===== config.mk =====
export PLATFORM = sky130hd
export DESIGN_NAME = first_fit_block_allocator
export DESIGN_NICKNAME = d
export VERILOG_FILES = /design/src/rtl/ffba_pkg.sv /design/src/rtl/ffba_table.sv /design/src/rtl/ffba_ctrl.sv /design/src/rtl/first_fit_block_allocator.sv
export SDC_FILE = /design/constraint.sdc
export NUM_CORES = 2
export LEC_CHECK = 0
export ABC_AREA = 1
export BUFFER_PORTS_ARGS = -buffer_cell sky130_fd_sc_hd__buf_2
export CAP_MARGIN = 20
export CORE_MARGIN = 2
export CORE_UTILIZATION = 35
export DETAILED_ROUTE_END_ITERATION = 7
export PLACE_DENSITY_LB_ADDON = 0.15
export SETUP_SLACK_MARGIN = 0.1
export SLEW_MARGIN = 40
export SYNTH_ARGS = -nofsm -noshare
export SYNTH_HDL_FRONTEND = slang
export SYNTH_HIERARCHICAL = 1
export SYNTH_SLANG_ARGS = --single-unit

===== constraint.sdc =====
create_clock -name clk_i -period 8.44 [get_ports clk_i]
set_input_delay 0.844 -clock clk_i [delete_from_list [all_inputs] [get_ports clk_i]]
set_output_delay 0.844 -clock clk_i [all_outputs]
set_load 0.005 [all_outputs]

===== src/rtl/ffba_pkg.sv =====
`timescale 1ns / 1ps

package ffba_pkg;

  // Heap geometry
  localparam int unsigned HEAP_BYTES = 4096;
  localparam int unsigned META_BYTES = 4;
  localparam int unsigned MAX_BLOCKS = 64;

  // Field widths
  localparam int unsigned ADDR_W   = 12;
  localparam int unsigned SIZE_W   = 12;
  localparam int unsigned STATUS_W = 3;
  localparam int unsigned IN_W     = 24;
  localparam int unsigned OUT_W    = 16;

  // Derived widths
  localparam int unsigned IDX_W    = $clog2(MAX_BLOCKS);
  localparam int unsigned CNT_W    = $clog2(MAX_BLOCKS + 1);
  localparam int unsigned TOP_W    = $clog2(HEAP_BYTES);
  localparam int unsigned NEWTOP_W = $clog2(HEAP_BYTES + META_BYTES + (1 << SIZE_W));
  localparam int unsigned PAY_W    = (TOP_W + 1 > ADDR_W) ? TOP_W + 1 : ADDR_W;

  typedef enum logic [STATUS_W-1:0] {
    ST_OK         = 3'd0,
    ST_ZERO       = 3'd1,
    ST_EXHAUSTED  = 3'd2,
    ST_TABLE_FULL = 3'd3,
    ST_UNKNOWN    = 3'd4
  } status_e;

  // One block table entry
  typedef struct packed {
    logic [TOP_W-1:0]  start;
    logic [SIZE_W-1:0] length;
    logic              is_free;
  } entry_t;

  // Table write request
  typedef struct packed {
    logic             en;
    logic [IDX_W-1:0] addr;
    entry_t           data;
  } wr_req_t;

  // Payload address of a block: start plus header, low address bits
  function automatic logic [ADDR_W-1:0] payload_of(input logic [TOP_W-1:0] start);
    logic [PAY_W-1:0] sum;
    sum = PAY_W'(start) + PAY_W'(META_BYTES);
    return sum[ADDR_W-1:0];
  endfunction

endpackage


===== src/rtl/ffba_table.sv =====
`timescale 1ns / 1ps

// Block table storage: one write port, one registered read port.
module ffba_table (
  input  logic                      clk_i,
  input  ffba_pkg::wr_req_t         wr_i,
  input  logic [ffba_pkg::IDX_W-1:0] rd_addr_i,
  output ffba_pkg::entry_t          rd_data_o
);

  ffba_pkg::entry_t mem [ffba_pkg::MAX_BLOCKS];
  ffba_pkg::entry_t rd_data_q;

  // Write port
  always_ff @(posedge clk_i) begin
    if (wr_i.en) begin
      mem[wr_i.addr] <= wr_i.data;
    end
  end

  // Registered read port
  always_ff @(posedge clk_i) begin
    rd_data_q <= mem[rd_addr_i];
  end

  assign rd_data_o = rd_data_q;

endmodule


===== src/rtl/ffba_ctrl.sv =====
`timescale 1ns / 1ps

// Sequencer with one shared magnitude compare: first-fit scan, then carve.
module ffba_ctrl (
  input  logic                       clk_i,
  input  logic                       rst_ni,
  input  logic                       s_axis_tvalid_i,
  output logic                       s_axis_tready_o,
  input  logic [ffba_pkg::IN_W-1:0]  s_axis_tdata_i,
  input  logic                       s_axis_tuser_i,
  output logic                       m_axis_tvalid_o,
  input  logic                       m_axis_tready_i,
  output logic [ffba_pkg::OUT_W-1:0] m_axis_tdata_o,
  output ffba_pkg::wr_req_t          wr_o,
  output logic [ffba_pkg::IDX_W-1:0] rd_addr_o,
  input  ffba_pkg::entry_t           rd_data_i
);

  typedef enum logic [4:0] {
    S_IDLE  = 5'b00001,
    S_LOAD  = 5'b00010,
    S_SCAN  = 5'b00100,
    S_CARVE = 5'b01000,
    S_DONE  = 5'b10000
  } state_e;

  state_e state_q, state_d;

  // Item under work
  logic                          action_q, action_d;
  logic [ffba_pkg::SIZE_W-1:0]   want_q, want_d;
  logic [ffba_pkg::ADDR_W-1:0]   addr_q, addr_d;

  // Scan pointers: idx reads one ahead of chk
  logic [ffba_pkg::CNT_W-1:0]    idx_q, idx_d;
  logic [ffba_pkg::CNT_W-1:0]    chk_q, chk_d;

  // Allocator state
  logic [ffba_pkg::CNT_W-1:0]    count_q, count_d;
  logic [ffba_pkg::TOP_W-1:0]    top_q, top_d;

  // Pending result and output register
  logic [ffba_pkg::ADDR_W-1:0]   grant_q, grant_d;
  ffba_pkg::status_e             status_q, status_d;
  logic                          out_valid_q, out_valid_d;
  logic [ffba_pkg::OUT_W-1:0]    out_data_q, out_data_d;

  // Shared compare unit
  logic [ffba_pkg::NEWTOP_W-1:0] new_top;
  logic [ffba_pkg::NEWTOP_W-1:0] cmp_a, cmp_b;
  logic                          cmp_ge;
  logic                          addr_match;
  logic                          hit;

  assign new_top = ffba_pkg::NEWTOP_W'(top_q) + ffba_pkg::NEWTOP_W'(ffba_pkg::META_BYTES)
                 + ffba_pkg::NEWTOP_W'(want_q);

  // Scan compares length against request; carve compares new top against heap end
  always_comb begin
    if (state_q == S_CARVE) begin
      cmp_a = new_top;
      cmp_b = ffba_pkg::NEWTOP_W'(ffba_pkg::HEAP_BYTES);
    end else begin
      cmp_a = ffba_pkg::NEWTOP_W'(rd_data_i.length);
      cmp_b = ffba_pkg::NEWTOP_W'(want_q);
    end
  end

  assign cmp_ge     = (cmp_a >= cmp_b);
  assign addr_match = (ffba_pkg::payload_of(rd_data_i.start) == addr_q);
  assign hit        = action_q ? addr_match : (rd_data_i.is_free && cmp_ge);

  assign s_axis_tready_o = (state_q == S_IDLE);
  assign rd_addr_o       = idx_q[ffba_pkg::IDX_W-1:0];
  assign m_axis_tvalid_o = out_valid_q;
  assign m_axis_tdata_o  = out_data_q;

  // Sequencer
  always_comb begin
    state_d     = state_q;
    action_d    = action_q;
    want_d      = want_q;
    addr_d      = addr_q;
    idx_d       = idx_q;
    chk_d       = chk_q;
    count_d     = count_q;
    top_d       = top_q;
    grant_d     = grant_q;
    status_d    = status_q;
    out_valid_d = out_valid_q && !m_axis_tready_i;
    out_data_d  = out_data_q;
    wr_o        = '0;

    unique case (state_q)
      S_IDLE: begin
        if (s_axis_tvalid_i) begin
          action_d = s_axis_tuser_i;
          want_d   = s_axis_tdata_i[ffba_pkg::SIZE_W-1:0];
          addr_d   = s_axis_tdata_i[ffba_pkg::SIZE_W +: ffba_pkg::ADDR_W];
          idx_d    = '0;
          chk_d    = '0;
          grant_d  = '0;
          status_d = ffba_pkg::ST_OK;
          if (!s_axis_tuser_i && (s_axis_tdata_i[ffba_pkg::SIZE_W-1:0] == '0)) begin
            status_d = ffba_pkg::ST_ZERO;
            state_d  = S_DONE;
          end else if (s_axis_tuser_i
                       && (s_axis_tdata_i[ffba_pkg::SIZE_W +: ffba_pkg::ADDR_W] == '0)) begin
            state_d = S_DONE;
          end else begin
            state_d = S_LOAD;
          end
        end
      end
      S_LOAD: begin
        idx_d   = idx_q + 1'b1;
        state_d = S_SCAN;
      end
      S_SCAN: begin
        if (chk_q == count_q) begin
          // End of table: free misses, allocate tries a carve
          if (action_q) begin
            status_d = ffba_pkg::ST_UNKNOWN;
            state_d  = S_DONE;
          end else begin
            state_d = S_CARVE;
          end
        end else if (hit) begin
          wr_o.en           = 1'b1;
          wr_o.addr         = chk_q[ffba_pkg::IDX_W-1:0];
          wr_o.data         = rd_data_i;
          wr_o.data.is_free = action_q;
          if (!action_q) begin
            grant_d = ffba_pkg::payload_of(rd_data_i.start);
          end
          state_d = S_DONE;
        end else begin
          chk_d = chk_q + 1'b1;
          idx_d = idx_q + 1'b1;
        end
      end
      S_CARVE: begin
        if (cmp_ge) begin
          status_d = ffba_pkg::ST_EXHAUSTED;
        end else if (count_q == ffba_pkg::CNT_W'(ffba_pkg::MAX_BLOCKS)) begin
          status_d = ffba_pkg::ST_TABLE_FULL;
        end else begin
          wr_o.en           = 1'b1;
          wr_o.addr         = count_q[ffba_pkg::IDX_W-1:0];
          wr_o.data.start   = top_q;
          wr_o.data.length  = want_q;
          wr_o.data.is_free = 1'b0;
          grant_d           = ffba_pkg::payload_of(top_q);
          count_d           = count_q + 1'b1;
          top_d             = new_top[ffba_pkg::TOP_W-1:0];
        end
        state_d = S_DONE;
      end
      S_DONE: begin
        if (!out_valid_q || m_axis_tready_i) begin
          out_valid_d = 1'b1;
          out_data_d  = {1'b0, status_q, grant_q};
          state_d     = S_IDLE;
        end
      end
      default: begin
        state_d = S_IDLE;
      end
    endcase
  end

  // Control state
  always_ff @(posedge clk_i or negedge rst_ni) begin
    if (!rst_ni) begin
      state_q     <= S_IDLE;
      count_q     <= '0;
      top_q       <= '0;
      out_valid_q <= 1'b0;
    end else begin
      state_q     <= state_d;
      count_q     <= count_d;
      top_q       <= top_d;
      out_valid_q <= out_valid_d;
    end
  end

  // Payload registers
  always_ff @(posedge clk_i) begin
    action_q   <= action_d;
    want_q     <= want_d;
    addr_q     <= addr_d;
    idx_q      <= idx_d;
    chk_q      <= chk_d;
    grant_q    <= grant_d;
    status_q   <= status_d;
    out_data_q <= out_data_d;
  end

endmodule


===== src/rtl/first_fit_block_allocator.sv =====
`timescale 1ns / 1ps
// A zero-size allocate or a null free goes from acceptance to the result word without a table read;
// other items scan the table in order and stop at the first match, and an allocate that misses then carves.
// One item at a time, accepted only while idle; the scan reads one table entry per cycle.
// The result register lets the next item be accepted while a word waits downstream.
// Reset (rst_ni low, async): block count and heap top cleared, output empty; table not cleared.
module first_fit_block_allocator (
  input  logic                       clk_i,
  input  logic                       rst_ni,
  input  logic                       s_axis_tvalid_i,
  output logic                       s_axis_tready_o,
  input  logic [ffba_pkg::IN_W-1:0]  s_axis_tdata_i,  // alloc_bytes[11:0], payload_address[23:12]
  input  logic                       s_axis_tuser_i,  // action: 0 allocate, 1 free
  output logic                       m_axis_tvalid_o,
  input  logic                       m_axis_tready_i,
  output logic [ffba_pkg::OUT_W-1:0] m_axis_tdata_o   // granted_address[11:0], status[14:12]
);

  ffba_pkg::wr_req_t          wr;
  logic [ffba_pkg::IDX_W-1:0] rd_addr;
  ffba_pkg::entry_t           rd_data;

  // Sequencer and compare unit
  ffba_ctrl u_ctrl (
    .clk_i           (clk_i),
    .rst_ni          (rst_ni),
    .s_axis_tvalid_i (s_axis_tvalid_i),
    .s_axis_tready_o (s_axis_tready_o),
    .s_axis_tdata_i  (s_axis_tdata_i),
    .s_axis_tuser_i  (s_axis_tuser_i),
    .m_axis_tvalid_o (m_axis_tvalid_o),
    .m_axis_tready_i (m_axis_tready_i),
    .m_axis_tdata_o  (m_axis_tdata_o),
    .wr_o            (wr),
    .rd_addr_o       (rd_addr),
    .rd_data_i       (rd_data)
  );

  // Block table
  ffba_table u_table (
    .clk_i     (clk_i),
    .wr_i      (wr),
    .rd_addr_i (rd_addr),
    .rd_data_o (rd_data)
  );

endmodule


==> metrics.yaml <==
run_status:
  status: "completed"
setup_path:
  cp_max_fo: 26
  cp.required_ps: 8950
  path_class: "flop to flop"
  rr_startpoint: "u_ctrl/want_q[1]"
  crit_path_start_kind: "flop"
  crit_arrival_ps: 7310
  rr_worst_depth: 26
  critPathCaptureType: "flop"
  reg2reg_slack_ps: 1640
  timing.rr.end: "u_table/mem[56][23]"
timing:
  clock_skew_ps: 31.0
  finalSetupViolCount: 0
  worst_hold_slack_ps: 68.0
  fmax_mhz: 147
  period_share_pct: 80.6
  worstMarginPinSlew_ps: 920
  final-max-slew-violation-count: 0
  rsz0062_at_grt: "no"
  finalHoldViolCount: 0
  setup_slack_ps: 1640
  relSlewSlack_pct: 38.7
  period_minus_slack_ps: 6800
  tns_ps: 0
detailed_routing:
  drt-total-wl_um: 232000
  viasPerCell: 5.21
  drt_pass1_iterations: 5
  drc: 0
  drt-initial-drc-count: 4947
  wl_per_cell_um: 25.8
  num_vias: 46700
  drtAntennaViolNets: 0
synthesis:
  synthSimpleGateAreaFrac_pct: 22.3
  synth_flop_cell: "edfxtp_1"
  synth_top_family_by_area: "simple AND/OR/NAND/NOR gates"
  synth_nets: 6189
  synthXorXnorAreaFrac_pct: 0.441
  synth-async-reset-ratio_pct: 1.46
  synth_compound_area_share_pct: 0.982
  syn_area_um2: 71700
  synth_top_area_share_pct: 69.9
  yosys-mux-area-fraction_pct: 0.0140
  synth_most_common_cell: "nand2_1"
  yosys.area.top_type: "edfxtp_1"
  avgSynthCellArea_um2: 11.7
  synth_edf_count: 1668
  syn_inst: 6118
  ys_seq_area_share_pct: 71.4
  synth_top_cells_by_count: "2178 x nand2_1, 1668 x edfxtp_1, 1393 x nand3_1, 193 x buf_2, 114 x buf_6"
  synth_adder_area_share_pct: 0.743
  synth_seq_cells: 1718
  synthTopCellsByArea: "edfxtp_1 70%, nand2_1 11%, nand3_1 9.7%"
  yosys_warnings: 6
  ys_types: 49
global_routing:
  antenna_found_initial: 5
  grt_pass1_vias: 44200
  grt_use_total_pct: 21.8
  grt_max_degree: 244
  grt_pass1_wl_um: 329000
  overflow: 0
clock_tree:
  clock_sinks: 1718
  htree_num_levels: 4
  hold_buffers: 0
  cts_buffer_depth: 3
  cts_tree: "built"
  clock_latency_ps: 830
  cts_root_buffer: "clkbuf_16"
  clk_pin_slew_ps: 70
  cts_made_buffers: 185
  cts-resized-gates: 0
  cts_setup_buffers: 0
floorplan:
  start_util_pct: 35.1
  rows: 166
  die_h_um: 457
  die_w_um: 457
  die-area_um2: 209000
  core_area_um2: 204000
  io_pins: 47
placement:
  placed_cells: 8621
  hpwl_um: 139000
  pre_cts_slack_ps: 1830
  placed_area_um2: 75000
  portBuffers: 45
  place.gp.congestion: 0.875
final_layout:
  area_growth_pct: 13.1
  final_nets: 6205
  multiInputGateArea_um2: 18200
  fin_cells: 8980
  nFillCells: 19500
  drive_above_1_share_pct: 9.21
  seq_area_um2: 51200
  postLayoutCellArea_um2: 81100
  fin_util_pct: 39.7
flow_run:
  maxCapViolations: 0
pwr:
  finalPower_mw: 26.5
  p_leak_nw: 29.6
  peakVddDrop_uv: 276
  powerDensity_nw_per_um2: 327
min_path:
  min_path_type: "input port to async pin"
## kinds of logic (layout without fill, tap and decap cells)
group | count (synthesis) | in the layout
AO/OA/AOI/OAI | 105 | 105
XOR/XNOR | 33 | 33
adder cells (fa/ha/maj) | 42 | 42
buffers and inverters | 474 | 645
flip-flops | 1718 | 1718
multiplexers | 1 | 1
other | 1 | 4
AND/OR/NAND/NOR | 3744 | 3744
## power breakdown
| group | switching [mW] | internal [mW] |
|---|---|---|
| clock network | 3.43 | 4.39 |
| registers | 0.134 | 9.51 |
| logic | 6.94 | 2.08 |
## worst max path at each step
stage,start,end,cells after the start
floorplan,u_ctrl/want_q[1],u_table/mem[52][0],26
global placement,u_ctrl/want_q[1],u_table/mem[0][20],25
detailed placement,u_ctrl/want_q[1],u_table/mem[56][17],26
CTS,u_ctrl/want_q[1],u_table/mem[56][19],26
global route,u_ctrl/want_q[1],u_table/mem[56][6],26
finish,u_ctrl/want_q[1],u_table/mem[56][23],26
## state kept, by name, summed over array words and instances (netlist names)
signal,count
u_ctrl/action_q,1
u_ctrl/addr_q,12
u_ctrl/chk_q,7
u_ctrl/count_q,7
u_ctrl/grant_q,12
u_ctrl/idx_q,6
u_ctrl/m_axis_tdata_o,15
u_ctrl/m_axis_tvalid_o,1
u_ctrl/state_q,5
u_ctrl/status_q,3
u_ctrl/top_q,12
u_ctrl/want_q,12
u_table/mem,1600
u_table/rd_data_o,25
## worst max-delay path, stage by stage, from the launching register on
cell and delay (ps):
edfxtp_1 430, ha_1 330, ha_1 250, fa_1 420, nand3_1 110, nand2_1 120
nand2_1 90, nand2_1 110, a31oi_1 180, xor2_1 220, o21ai_0 110, ha_1 330
nand2_1 60, nor2_1 90, and3_1 140, nand2_1 50, nand3_1 100, nand2_1 120
nand3_2 190, inv_2 80, nand2_4 500, o22ai_2 330, inv_1 330, nand4_1 520
buf_4 400, nor2_2 480, buf_4 380
## layout by cell type, fill, tap and decap left out, drive strengths merged
master       n
clkbuf     240
dfxtp       25
fa           1
dfrtp       24
clkinv      89
o21bai       1
nor3b        1
nor3         9
a21oi       16
bufinv       8
xnor3        2
o22ai       22
edfxtp    1668
mux2i        1
a21boi       1
a21o         2
nand3b       4
and3         1
inv        111
conb         1
o32ai        4
buf        194
ha          41
dfstp        1
diode        3
nor2       113
o21a         1
xnor2       11
nand3     1394
o31ai        1
nand2     2186
a31oi        4
nand4       22
nor4        13
xor2        20
o21ai       53
clkinvlp     3
or2          1
## layout make-up
class,instances,area share (%)
Inverter,107,0.551
Clock inverter,104,1.01
Timing Repair Buffer,196,2.59
Antenna cell,3,0.00926
Tap cell,2688,4.15
Sequential cell,1718,63.1
Clock buffer,238,6.10
Multi-Input combinational cell,3926,22.5
## layer usage
layer / GRT usage (%) / part of all wire [%]
met2: 32.9 / 45
met4: 8.45 / 4.0
met5: 0 / 0
met3: 3.28 / 5.8
met1: 31.7 / 45
Note: power is estimated with default switching activity, not from simulation.
